==> src/design/mbx_pkg.sv <==
// Shared types and constants of the broadcast mailbox.
// Depends on nothing; used by the slot store, the match unit and the top level.
`timescale 1ns / 1ps

package mbx_pkg;

   // Default sizing of the mailbox
   localparam int SLOT_COUNT_DEF    = 8;
   localparam int PAYLOAD_BYTES_DEF = 16;
   localparam int CORE_COUNT_DEF    = 4;

   // Fixed field widths of the request and response beats
   localparam int CPU_ID_W  = 2;
   localparam int DST_W     = 4;
   localparam int WORD_W    = 32;
   localparam int COUNT_W   = 5;
   localparam int WORD_NUM  = 4;
   localparam int MAX_BYTES = 16;

   // Request codes
   typedef enum logic {
      REQ_SEND = 1'b0,
      REQ_GET  = 1'b1
   } mbx_req_type;

   // Write strobes from the sequencer into the slot store
   typedef struct packed {
      logic mask_we;
      logic data_we;
   } mbx_wr_ctl_type;

endpackage

==> src/design/mbx_store.sv <==
// Slot store of the mailbox: mask, id and payload memories plus per-slot valid bits.
// Depends on mbx_pkg.
`timescale 1ns / 1ps

module mbx_store #(
   parameter int SLOT_COUNT    = 8,
   parameter int PAYLOAD_BYTES = 16,
   parameter int CORE_COUNT    = 4,
   parameter int IDX_W         = 3
) (
   input  logic                          clock,
   input  logic                          reset,
   input  logic [IDX_W-1:0]              mask_rd_addr,
   output logic [CORE_COUNT-1:0]         mask_rd_dest,
   output logic [CORE_COUNT-1:0]         mask_rd_read,
   input  logic [IDX_W-1:0]              data_rd_addr,
   output logic [mbx_pkg::WORD_W-1:0]    id_rd,
   output logic [PAYLOAD_BYTES*8-1:0]    pay_rd,
   input  mbx_pkg::mbx_wr_ctl_type       wr_ctl,
   input  logic [IDX_W-1:0]              wr_addr,
   input  logic [CORE_COUNT-1:0]         wr_dest,
   input  logic [CORE_COUNT-1:0]         wr_read,
   input  logic [mbx_pkg::WORD_W-1:0]    wr_id,
   input  logic [PAYLOAD_BYTES*8-1:0]    wr_pay,
   input  logic [PAYLOAD_BYTES-1:0]      wr_be
);
   import mbx_pkg::*;

   logic [2*CORE_COUNT-1:0]         mask_mem [SLOT_COUNT];
   logic [WORD_W-1:0]               id_mem   [SLOT_COUNT];
   logic [PAYLOAD_BYTES-1:0][7:0]   pay_mem  [SLOT_COUNT];
   logic [SLOT_COUNT-1:0]           vld_ff;
   logic                            rd_vld_ff;
   logic [2*CORE_COUNT-1:0]         mask_rd_ff;
   logic [WORD_W-1:0]               id_rd_ff;
   logic [PAYLOAD_BYTES-1:0][7:0]   pay_rd_ff;

   // Mark slots written since reset; an unmarked slot's mask reads as all zero
   always_ff @(posedge clock) begin
      if (reset) begin
         vld_ff    <= '0;
         rd_vld_ff <= 1'b0;
      end else begin
         rd_vld_ff <= vld_ff[mask_rd_addr];
         if (wr_ctl.data_we) begin
            vld_ff[wr_addr] <= 1'b1;
         end
      end
   end

   // Mask memory: one read port for the scan, one write port
   always_ff @(posedge clock) begin
      mask_rd_ff <= mask_mem[mask_rd_addr];
      if (wr_ctl.mask_we) begin
         mask_mem[wr_addr] <= {wr_dest, wr_read};
      end
   end

   // Id and payload memories; fill untouched bytes with zero on a slot's first write
   always_ff @(posedge clock) begin
      id_rd_ff  <= id_mem[data_rd_addr];
      pay_rd_ff <= pay_mem[data_rd_addr];
      if (wr_ctl.data_we) begin
         id_mem[wr_addr] <= wr_id;
         for (int k = 0; k < PAYLOAD_BYTES; k++) begin
            if (wr_be[k]) begin
               pay_mem[wr_addr][k] <= wr_pay[8*k +: 8];
            end else if (!vld_ff[wr_addr]) begin
               pay_mem[wr_addr][k] <= 8'h00;
            end
         end
      end
   end

   assign mask_rd_dest = rd_vld_ff ? mask_rd_ff[2*CORE_COUNT-1:CORE_COUNT] : '0;
   assign mask_rd_read = rd_vld_ff ? mask_rd_ff[CORE_COUNT-1:0] : '0;
   assign id_rd        = id_rd_ff;
   assign pay_rd       = pay_rd_ff;

endmodule

==> src/design/mbx_match.sv <==
// Slot match unit shared by every step of the scan: free slot for a send,
// pending message for a get. Depends on mbx_pkg.
`timescale 1ns / 1ps

module mbx_match #(
   parameter int CORE_COUNT = 4
) (
   input  mbx_pkg::mbx_req_type     req_kind,
   input  logic [CORE_COUNT-1:0]    self_bit,
   input  logic [CORE_COUNT-1:0]    dest,
   input  logic [CORE_COUNT-1:0]    read,
   output logic                     hit
);
   import mbx_pkg::*;

   // Send: every addressed core has read it. Get: addressed to us, not yet read.
   always_comb begin
      case (req_kind)
         REQ_SEND: hit = (read == dest);
         REQ_GET:  hit = ((dest & self_bit) != '0) && ((read & self_bit) == '0);
         default:  hit = 1'b0;
      endcase
   end

endmodule

==> src/design/multicore_broadcast_mailbox_unit.sv <==
// Top level of the broadcast mailbox: request sequencer and response register.
// Depends on mbx_pkg, mbx_store and mbx_match.
//
//   channel  | ports                                  | direction | handshake
//   request  | req_* fields                           | in        | start & !busy
//   response | rsp_* fields                           | out       | rsp_strobe, one cycle
//
// A request scans the slots in order, one slot per cycle through the shared match
// unit, behind the registered memory read. A send that hits goes on through S_WRITE,
// a get through S_FETCH and S_DELIVER, and a miss ends at the last slot; the
// response strobe rises in the cycle busy falls (at once for an unknown core).
// Reset clears the slot valid bits, so no clearing pass is needed.
// The receiver has no stall: each response is shown for exactly one cycle.
`timescale 1ns / 1ps

module multicore_broadcast_mailbox_unit #(
   parameter int SLOT_COUNT    = mbx_pkg::SLOT_COUNT_DEF,
   parameter int PAYLOAD_BYTES = mbx_pkg::PAYLOAD_BYTES_DEF,
   parameter int CORE_COUNT    = mbx_pkg::CORE_COUNT_DEF
) (
   input  logic                             clock,
   input  logic                             reset,
   input  logic                             start,
   output logic                             busy,
   input  logic                             req_type,
   input  logic [mbx_pkg::CPU_ID_W-1:0]     req_cpu_id,
   input  logic [mbx_pkg::DST_W-1:0]        req_dst_mask,
   input  logic [mbx_pkg::WORD_W-1:0]       req_msg_id,
   input  logic [mbx_pkg::COUNT_W-1:0]      req_byte_count,
   input  logic [mbx_pkg::WORD_W-1:0]       req_data_word_0,
   input  logic [mbx_pkg::WORD_W-1:0]       req_data_word_1,
   input  logic [mbx_pkg::WORD_W-1:0]       req_data_word_2,
   input  logic [mbx_pkg::WORD_W-1:0]       req_data_word_3,
   output logic                             rsp_strobe,
   output logic                             rsp_ok,
   output logic                             rsp_raise_irq,
   output logic [mbx_pkg::WORD_W-1:0]       rsp_found_msg_id,
   output logic [mbx_pkg::WORD_W-1:0]       rsp_out_word_0,
   output logic [mbx_pkg::WORD_W-1:0]       rsp_out_word_1,
   output logic [mbx_pkg::WORD_W-1:0]       rsp_out_word_2,
   output logic [mbx_pkg::WORD_W-1:0]       rsp_out_word_3
);
   import mbx_pkg::*;

   localparam int IDX_W = (SLOT_COUNT > 1) ? $clog2(SLOT_COUNT) : 1;
   localparam logic [IDX_W-1:0] LAST_IDX = IDX_W'(SLOT_COUNT - 1);
   localparam int PAY_W = PAYLOAD_BYTES * 8;
   localparam int ALL_W = WORD_NUM * WORD_W;

   typedef enum logic [2:0] {
      S_IDLE,
      S_SCAN,
      S_WRITE,
      S_FETCH,
      S_DELIVER
   } state_type;

   state_type                 state_ff;
   mbx_req_type               kind_ff;
   logic [CORE_COUNT-1:0]     self_ff;
   logic [CORE_COUNT-1:0]     dest_new_ff;
   logic [WORD_W-1:0]         id_ff;
   logic [COUNT_W-1:0]        count_ff;
   logic [ALL_W-1:0]          data_ff;
   logic [IDX_W-1:0]          scan_addr_ff;
   logic [IDX_W-1:0]          rd_idx_ff;
   logic                      pend_ff;
   logic [IDX_W-1:0]          hit_idx_ff;
   logic [CORE_COUNT-1:0]     hit_dest_ff;
   logic [CORE_COUNT-1:0]     hit_read_ff;

   logic                      rsp_strobe_ff;
   logic                      rsp_ok_ff;
   logic                      rsp_irq_ff;
   logic [WORD_W-1:0]         rsp_id_ff;
   logic [ALL_W-1:0]          rsp_pay_ff;

   logic                      accept;
   logic                      cpu_bad;
   logic [COUNT_W-1:0]        count_in;
   logic [CORE_COUNT-1:0]     self_in;
   logic [CORE_COUNT-1:0]     dest_in;
   logic [7:0]                dst_wide;
   logic [CORE_COUNT-1:0]     mask_rd_dest;
   logic [CORE_COUNT-1:0]     mask_rd_read;
   logic [WORD_W-1:0]         id_rd;
   logic [PAY_W-1:0]          pay_rd;
   logic                      hit;
   mbx_wr_ctl_type            wr_ctl;
   logic [CORE_COUNT-1:0]     wr_dest;
   logic [CORE_COUNT-1:0]     wr_read;
   logic [PAY_W-1:0]          wr_pay;
   logic [PAYLOAD_BYTES-1:0]  wr_be;
   logic [ALL_W-1:0]          get_pay;

   assign busy   = (state_ff != S_IDLE);
   assign accept = start && !busy;

   // Decode the incoming beat: core check, clamped count, own bit, destinations
   always_comb begin
      cpu_bad  = (int'(req_cpu_id) >= CORE_COUNT);
      count_in = (int'(req_byte_count) > PAYLOAD_BYTES) ? COUNT_W'(PAYLOAD_BYTES)
                                                        : req_byte_count;
      self_in  = CORE_COUNT'(1) << req_cpu_id;
      dst_wide = {4'b0000, req_dst_mask};
      for (int i = 0; i < CORE_COUNT; i++) begin
         dest_in[i] = dst_wide[i] & ~self_in[i];
      end
   end

   mbx_store #(
      .SLOT_COUNT    (SLOT_COUNT),
      .PAYLOAD_BYTES (PAYLOAD_BYTES),
      .CORE_COUNT    (CORE_COUNT),
      .IDX_W         (IDX_W)
   ) u_store (
      .clock        (clock),
      .reset        (reset),
      .mask_rd_addr (scan_addr_ff),
      .mask_rd_dest (mask_rd_dest),
      .mask_rd_read (mask_rd_read),
      .data_rd_addr (hit_idx_ff),
      .id_rd        (id_rd),
      .pay_rd       (pay_rd),
      .wr_ctl       (wr_ctl),
      .wr_addr      (hit_idx_ff),
      .wr_dest      (wr_dest),
      .wr_read      (wr_read),
      .wr_id        (id_ff),
      .wr_pay       (wr_pay),
      .wr_be        (wr_be)
   );

   mbx_match #(
      .CORE_COUNT (CORE_COUNT)
   ) u_match (
      .req_kind (kind_ff),
      .self_bit (self_ff),
      .dest     (mask_rd_dest),
      .read     (mask_rd_read),
      .hit      (hit)
   );

   // Drive the store write port: slot fill on a send, read-bit update on a get
   always_comb begin
      wr_ctl.mask_we = (state_ff == S_WRITE) || (state_ff == S_FETCH);
      wr_ctl.data_we = (state_ff == S_WRITE);
      wr_dest        = (state_ff == S_WRITE) ? dest_new_ff : hit_dest_ff;
      wr_read        = (state_ff == S_WRITE) ? '0 : (hit_read_ff | self_ff);
      for (int k = 0; k < PAYLOAD_BYTES; k++) begin
         wr_pay[8*k +: 8] = data_ff[8*k +: 8];
         wr_be[k]         = (k < int'(count_ff));
      end
   end

   // Zero the fetched payload past the requested count
   always_comb begin
      get_pay = '0;
      for (int k = 0; k < PAYLOAD_BYTES; k++) begin
         if (k < int'(count_ff)) begin
            get_pay[8*k +: 8] = pay_rd[8*k +: 8];
         end
      end
   end

   // Sequencer: scan, then write back or fetch, and register the response beat
   always_ff @(posedge clock) begin
      if (reset) begin
         state_ff      <= S_IDLE;
         pend_ff       <= 1'b0;
         rsp_strobe_ff <= 1'b0;
      end else begin
         rsp_strobe_ff <= 1'b0;
         case (state_ff)
            S_IDLE: begin
               if (accept) begin
                  kind_ff      <= mbx_req_type'(req_type);
                  self_ff      <= self_in;
                  dest_new_ff  <= dest_in;
                  id_ff        <= req_msg_id;
                  count_ff     <= count_in;
                  data_ff      <= {req_data_word_3, req_data_word_2,
                                   req_data_word_1, req_data_word_0};
                  scan_addr_ff <= '0;
                  pend_ff      <= 1'b0;
                  if (cpu_bad) begin
                     // Reject the beat straight away
                     rsp_strobe_ff <= 1'b1;
                     rsp_ok_ff     <= 1'b0;
                     rsp_irq_ff    <= 1'b0;
                     rsp_id_ff     <= '0;
                     rsp_pay_ff    <= '0;
                  end else begin
                     state_ff <= S_SCAN;
                  end
               end
            end
            S_SCAN: begin
               // Advance the read address; the compare follows it in the next cycle
               rd_idx_ff <= scan_addr_ff;
               pend_ff   <= 1'b1;
               if (scan_addr_ff != LAST_IDX) begin
                  scan_addr_ff <= scan_addr_ff + IDX_W'(1);
               end
               if (pend_ff && hit) begin
                  hit_idx_ff  <= rd_idx_ff;
                  hit_dest_ff <= mask_rd_dest;
                  hit_read_ff <= mask_rd_read;
                  pend_ff     <= 1'b0;
                  state_ff    <= (kind_ff == REQ_SEND) ? S_WRITE : S_FETCH;
               end else if (pend_ff && (rd_idx_ff == LAST_IDX)) begin
                  pend_ff       <= 1'b0;
                  state_ff      <= S_IDLE;
                  rsp_strobe_ff <= 1'b1;
                  rsp_ok_ff     <= 1'b0;
                  rsp_irq_ff    <= 1'b0;
                  rsp_id_ff     <= '0;
                  rsp_pay_ff    <= '0;
               end
            end
            S_WRITE: begin
               state_ff      <= S_IDLE;
               rsp_strobe_ff <= 1'b1;
               rsp_ok_ff     <= 1'b1;
               rsp_irq_ff    <= 1'b1;
               rsp_id_ff     <= '0;
               rsp_pay_ff    <= '0;
            end
            S_FETCH: begin
               state_ff <= S_DELIVER;
            end
            S_DELIVER: begin
               state_ff      <= S_IDLE;
               rsp_strobe_ff <= 1'b1;
               rsp_ok_ff     <= 1'b1;
               rsp_irq_ff    <= 1'b0;
               rsp_id_ff     <= id_rd;
               rsp_pay_ff    <= get_pay;
            end
            default: begin
               state_ff <= S_IDLE;
            end
         endcase
      end
   end

   assign rsp_strobe       = rsp_strobe_ff;
   assign rsp_ok           = rsp_ok_ff;
   assign rsp_raise_irq    = rsp_irq_ff;
   assign rsp_found_msg_id = rsp_id_ff;
   assign rsp_out_word_0   = rsp_pay_ff[0*WORD_W +: WORD_W];
   assign rsp_out_word_1   = rsp_pay_ff[1*WORD_W +: WORD_W];
   assign rsp_out_word_2   = rsp_pay_ff[2*WORD_W +: WORD_W];
   assign rsp_out_word_3   = rsp_pay_ff[3*WORD_W +: WORD_W];

endmodule

==> config.mk <==
export PLATFORM = sky130hd
export DESIGN_NAME = multicore_broadcast_mailbox_unit
export DESIGN_NICKNAME = d
export VERILOG_FILES = /design/src/design/mbx_pkg.sv /design/src/design/mbx_store.sv /design/src/design/mbx_match.sv /design/src/design/multicore_broadcast_mailbox_unit.sv
export SDC_FILE = /design/constraint.sdc
export NUM_CORES = 2
export LEC_CHECK = 0
export BUFFER_PORTS_ARGS = -buffer_cell sky130_fd_sc_hd__buf_2
export CELL_PAD_IN_SITES_DETAIL_PLACEMENT = 0
export CELL_PAD_IN_SITES_GLOBAL_PLACEMENT = 1
export CORE_MARGIN = 1.5
export CORE_UTILIZATION = 30
export CTS_BUF_LIST = sky130_fd_sc_hd__clkbuf_8
export CTS_CLUSTER_SIZE = 24
export DETAILED_ROUTE_END_ITERATION = 8
export PLACE_DENSITY_LB_ADDON = 0.08
export SKIP_CTS_REPAIR_TIMING = 1
export SLEW_MARGIN = 25
export SYNTH_ARGS = -nofsm -noshare
export SYNTH_HDL_FRONTEND = slang
export SYNTH_SLANG_ARGS = --single-unit
==> constraint.sdc <==
create_clock -name clock -period 12.5 [get_ports clock]
set_input_delay 1.25 -clock clock [delete_from_list [all_inputs] [get_ports clock]]
set_output_delay 1.25 -clock clock [all_outputs]
set_load 0.05 [all_outputs]
==> results by group <==
GRT
  – First-pass GRT wire length: 305000 um
  – Vias in the first global route: 38400
  – GRT Max-Usage Layer: met2
  – Largest net degree at the start of global routing: 86
  – Met1 GRT Util: 0.266
  – Global Route met2 Usage: 0.301
  – Total global-route track usage: 0.192
  – Initial antenna violation count: 20
  – Grt ovf: 0
  – GR Layer Usage met3: 0.0377

Yosys
  – Yosys top cell area share: 0.758
  – Yosys warns: 0
  – Synth unique cells: 59
  – Post-Synthesis Cells: 3723
  – Most numerous cell in the Yosys netlist: edfxtp_1
  – #FFs+latches synth: 1879
  – Dominant synthesized flop cell: edfxtp_1
  – Most area-hungry cell type in the Yosys netlist: edfxtp_1
  – Syn Nets: 3900
  – Largest cells by area after synthesis: edfxtp_1 76%, dfxtp_1 5.4%, a221oi_1 3.0%, mux2_2 2.1%, and2_1 2.0%
  – Avg Cell Area, Syn: 18.1 um^2
  – Sequential-to-total area share from yosys stat: 0.812
  – Top cells by count, synth: 1697 x edfxtp_1, 235 x nor2_1, 227 x a221oi_1
  – Async S/R FF share, synth: 0
  – Area of the mapped netlist: 0.0672 mm^2
  – Post-synth EDFFs: 1697

STA
  – FMAX: 205 MHz
  – Tmin final: 4.87 ns
  – Final-report setup violation count: 0
  – Least-Margin Pin Slew: 1.17 ns
  – Final Cycle Share: 0.389
  – Worst Skew: 0.0719 ns
  – Rel. slew slack: 0.214
  – Unrepaired setup endpoints after global routing: no
  – Slew Viols, Final: 0
  – Setup TNS: 0 ns
  – Endpoints failing hold: 0

CTS
  – CTS H-tree lvls: 5
  – Register clock-pin slew on the reported worst setup and hold paths: 0.06 ns
  – Cts bufs inserted: 350
  – Clk sinks: 1879
  – CTS Buffer Depth: 4
  – Worst skew pair latency: 1.06 ns
  – Clock Tree Root: clkbuf_8
  – TritonCTS clock tree: yes

Critical path
  – Crit path largest cell delay: 1.15 ns
  – Crit start category: flip-flop
  – Crit path max fanout: 17
  – Kind of critical path: reg -> reg
  – Slowest cell on crit path: nor2_1
  – Req. time, crit path: 13.12 ns
  – CP Capture Type: flip-flop
  – Worst endpoint data arrival time: 5.49 ns
  – CP Cell Sequence: nand2b_1 -> or2_1 -> inv_2 -> buf_4 -> buf_4 -> nand2_2 -> nor2_1
  – CP dominant cell by count: buf_4

Die
  – Die area: 0.227 mm^2
  – Initial Util: 0.302
  – Die Width: 476 um
  – Placeable Area: 0.223 mm^2
  – Die H: 476 um
  – I/O pins: 339
  – Row cnt: 173

Finish
  – Multi-input logic area: 0.0119 mm^2
  – Final std cells w/o fill: 7517
  – Layout fillers: 21400
  – Fraction of layout cells with a size suffix above 1: 0.233
  – Layout area overhead: 17.4%
  – Final nets: 4442
  – Reg area: 0.0546 mm^2

Detailed routing
  – DR vias/cell: 4.92
  – Via count: 37000
  – TritonRoute pass-1 iters: 6
  – DRT iter0 DRCs: 2921
  – Drc violations: 0
  – Antenna Nets Post-Route: 0
  – WL per Instance: 29.6 um
  – Post-Route WL: 222000 um

Place
  – GPL Wtd Cong: 0.723
  – DP HPWL: 126000 um
  – Port bufs: 338
  – Placed cells: 6886

Flow run
  – Max_cap viols: 0

Power
  – P_leak: 26.8 nW
  – Tot Pwr: 12.6 mW
  – PD cells: 159 mW/mm^2
  – Max VDD drop: 81.9 uV

Hold path
  – Hold crit path type: in -> reg

Outcome
  – Status: finished, final reports clean
## final timing paths
kind                        startpoint                     end  slack (ns)  depth (start not counted)
hold reg to reg   u_store.id_mem[6][4]        u_store.id_rd[4]        0.46                          2
setup / recovery           state_ff[1]  u_store.pay_mem[0][32]        7.63                          7
setup reg to reg           state_ff[1]  u_store.pay_mem[0][32]        7.63                          7
hold / removal     req_data_word_1[25]             data_ff[57]        0.38                          1
## worst max-delay path: cells and delay by family (launching register included)
kind / cells / cell delay (ns)
flip-flops: 1 / 0.41
AND/OR/NAND/NOR: 4 / 2.74
buffers and inverters: 3 / 1.26
## state kept, by name, indices dropped and copies added (netlist names), 4 cells and up
signal / count
rsp_found_msg_id: 32
rsp_pay_ff: 128
u_store.pay_mem: 1024
self_ff: 4
u_store.vld_ff: 8
u_store.pay_rd: 128
u_store.mask_mem: 64
data_ff: 128
u_store.id_rd: 32
u_store.id_mem: 256
dest_new_ff: 4
id_ff: 32
hit_read_ff: 4
count_ff: 5
hit_dest_ff: 4
u_store.mask_rd_ff: 8
## cells by family (layout without fill, tap and decap cells)
group / count (synthesis) / count (layout) / synth area share
adder cells (fa/ha/maj): 2 / 2 / 0.000372
XOR/XNOR: 4 / 4 / 0.000521
other: 0 / 10 / 0
flip-flops: 1879 / 1879 / 0.812
AND/OR/NAND/NOR: 654 / 654 / 0.0507
buffers and inverters: 245 / 1054 / 0.0144
multiplexers: 218 / 218 / 0.0393
AO/OA/AOI/OAI: 721 / 721 / 0.0822
## layout by cell type (no fill, tap or decap), types with 24 or more instances in the layout
| cell type | netlist | routed |
|---|---|---|
| edfxtp_1 | 1697 | 1697 |
| clkbuf_8 | 0 | 372 |
| buf_2 | 37 | 338 |
| a221oi_1 | 227 | 227 |
| and2_1 | 215 | 213 |
| nor2_1 | 235 | 206 |
| dfxtp_1 | 182 | 182 |
| a22oi_1 | 171 | 171 |
| inv_1 | 8 | 155 |
| mux2_2 | 125 | 125 |
| nor2b_1 | 87 | 82 |
| buf_4 | 1 | 78 |
| mux2i_1 | 68 | 68 |
| a21oi_1 | 66 | 66 |
| o21ai_0 | 55 | 55 |
| clkinv_1 | 1 | 55 |
| a222oi_1 | 47 | 47 |
| o211ai_1 | 37 | 37 |
| nand2_1 | 36 | 34 |
| o221ai_1 | 31 | 31 |
| clkinv_2 | 0 | 31 |
| o21ai_1 | 28 | 28 |
| and3_1 | 27 | 27 |
| mux4_2 | 24 | 24 |
## per-layer routing
metal | up-vias | routed length, um
met5 | - | 0
met4 | 0 | 6400
met3 | 394 | 12000
met2 | 1227 | 103000
met1 | 19400 | 101000
li1 | 16000 | -
## through the flow
| step | util | cell area [um^2] | setup slack [ns] | hold slack, ns |
|---|---|---|---|---|
| 2_1_floorplan | - | 67200 | 3.09 | 0.418 |
| 3_3_place_gp | 0.326 | 72500 | 7.52 | 0.434 |
| 3_5_place_dp | 0.326 | 72600 | 7.38 | 0.440 |
| 4_1_cts | 0.354 | 78800 | 7.34 | 0.253 |
| 5_1_grt | 0.355 | 78900 | 7.58 | 0.285 |
| 6_report | 0.355 | 78900 | 7.63 | 0.378 |
## layout make-up
type | count | area share
antenna | 10 | 0.000317
clock buffer | 372 | 0.0649
clock inverter | 247 | 0.0141
inverter | 12 | 0.000666
multi-input combinational | 1599 | 0.150
sequential | 1879 | 0.692
tap | 2975 | 0.0472
timing repair buffer | 423 | 0.0305
## report_power, final
group          internal, mW  switching (mW)  leakage (nW)
Sequential             6.89          0.0426          17.0
Clock                  2.81            2.59          3.76
Combinational        0.0717           0.171          6.07
Total                  9.77            2.80          26.8
Note: power is estimated with default switching activity, not from simulation.
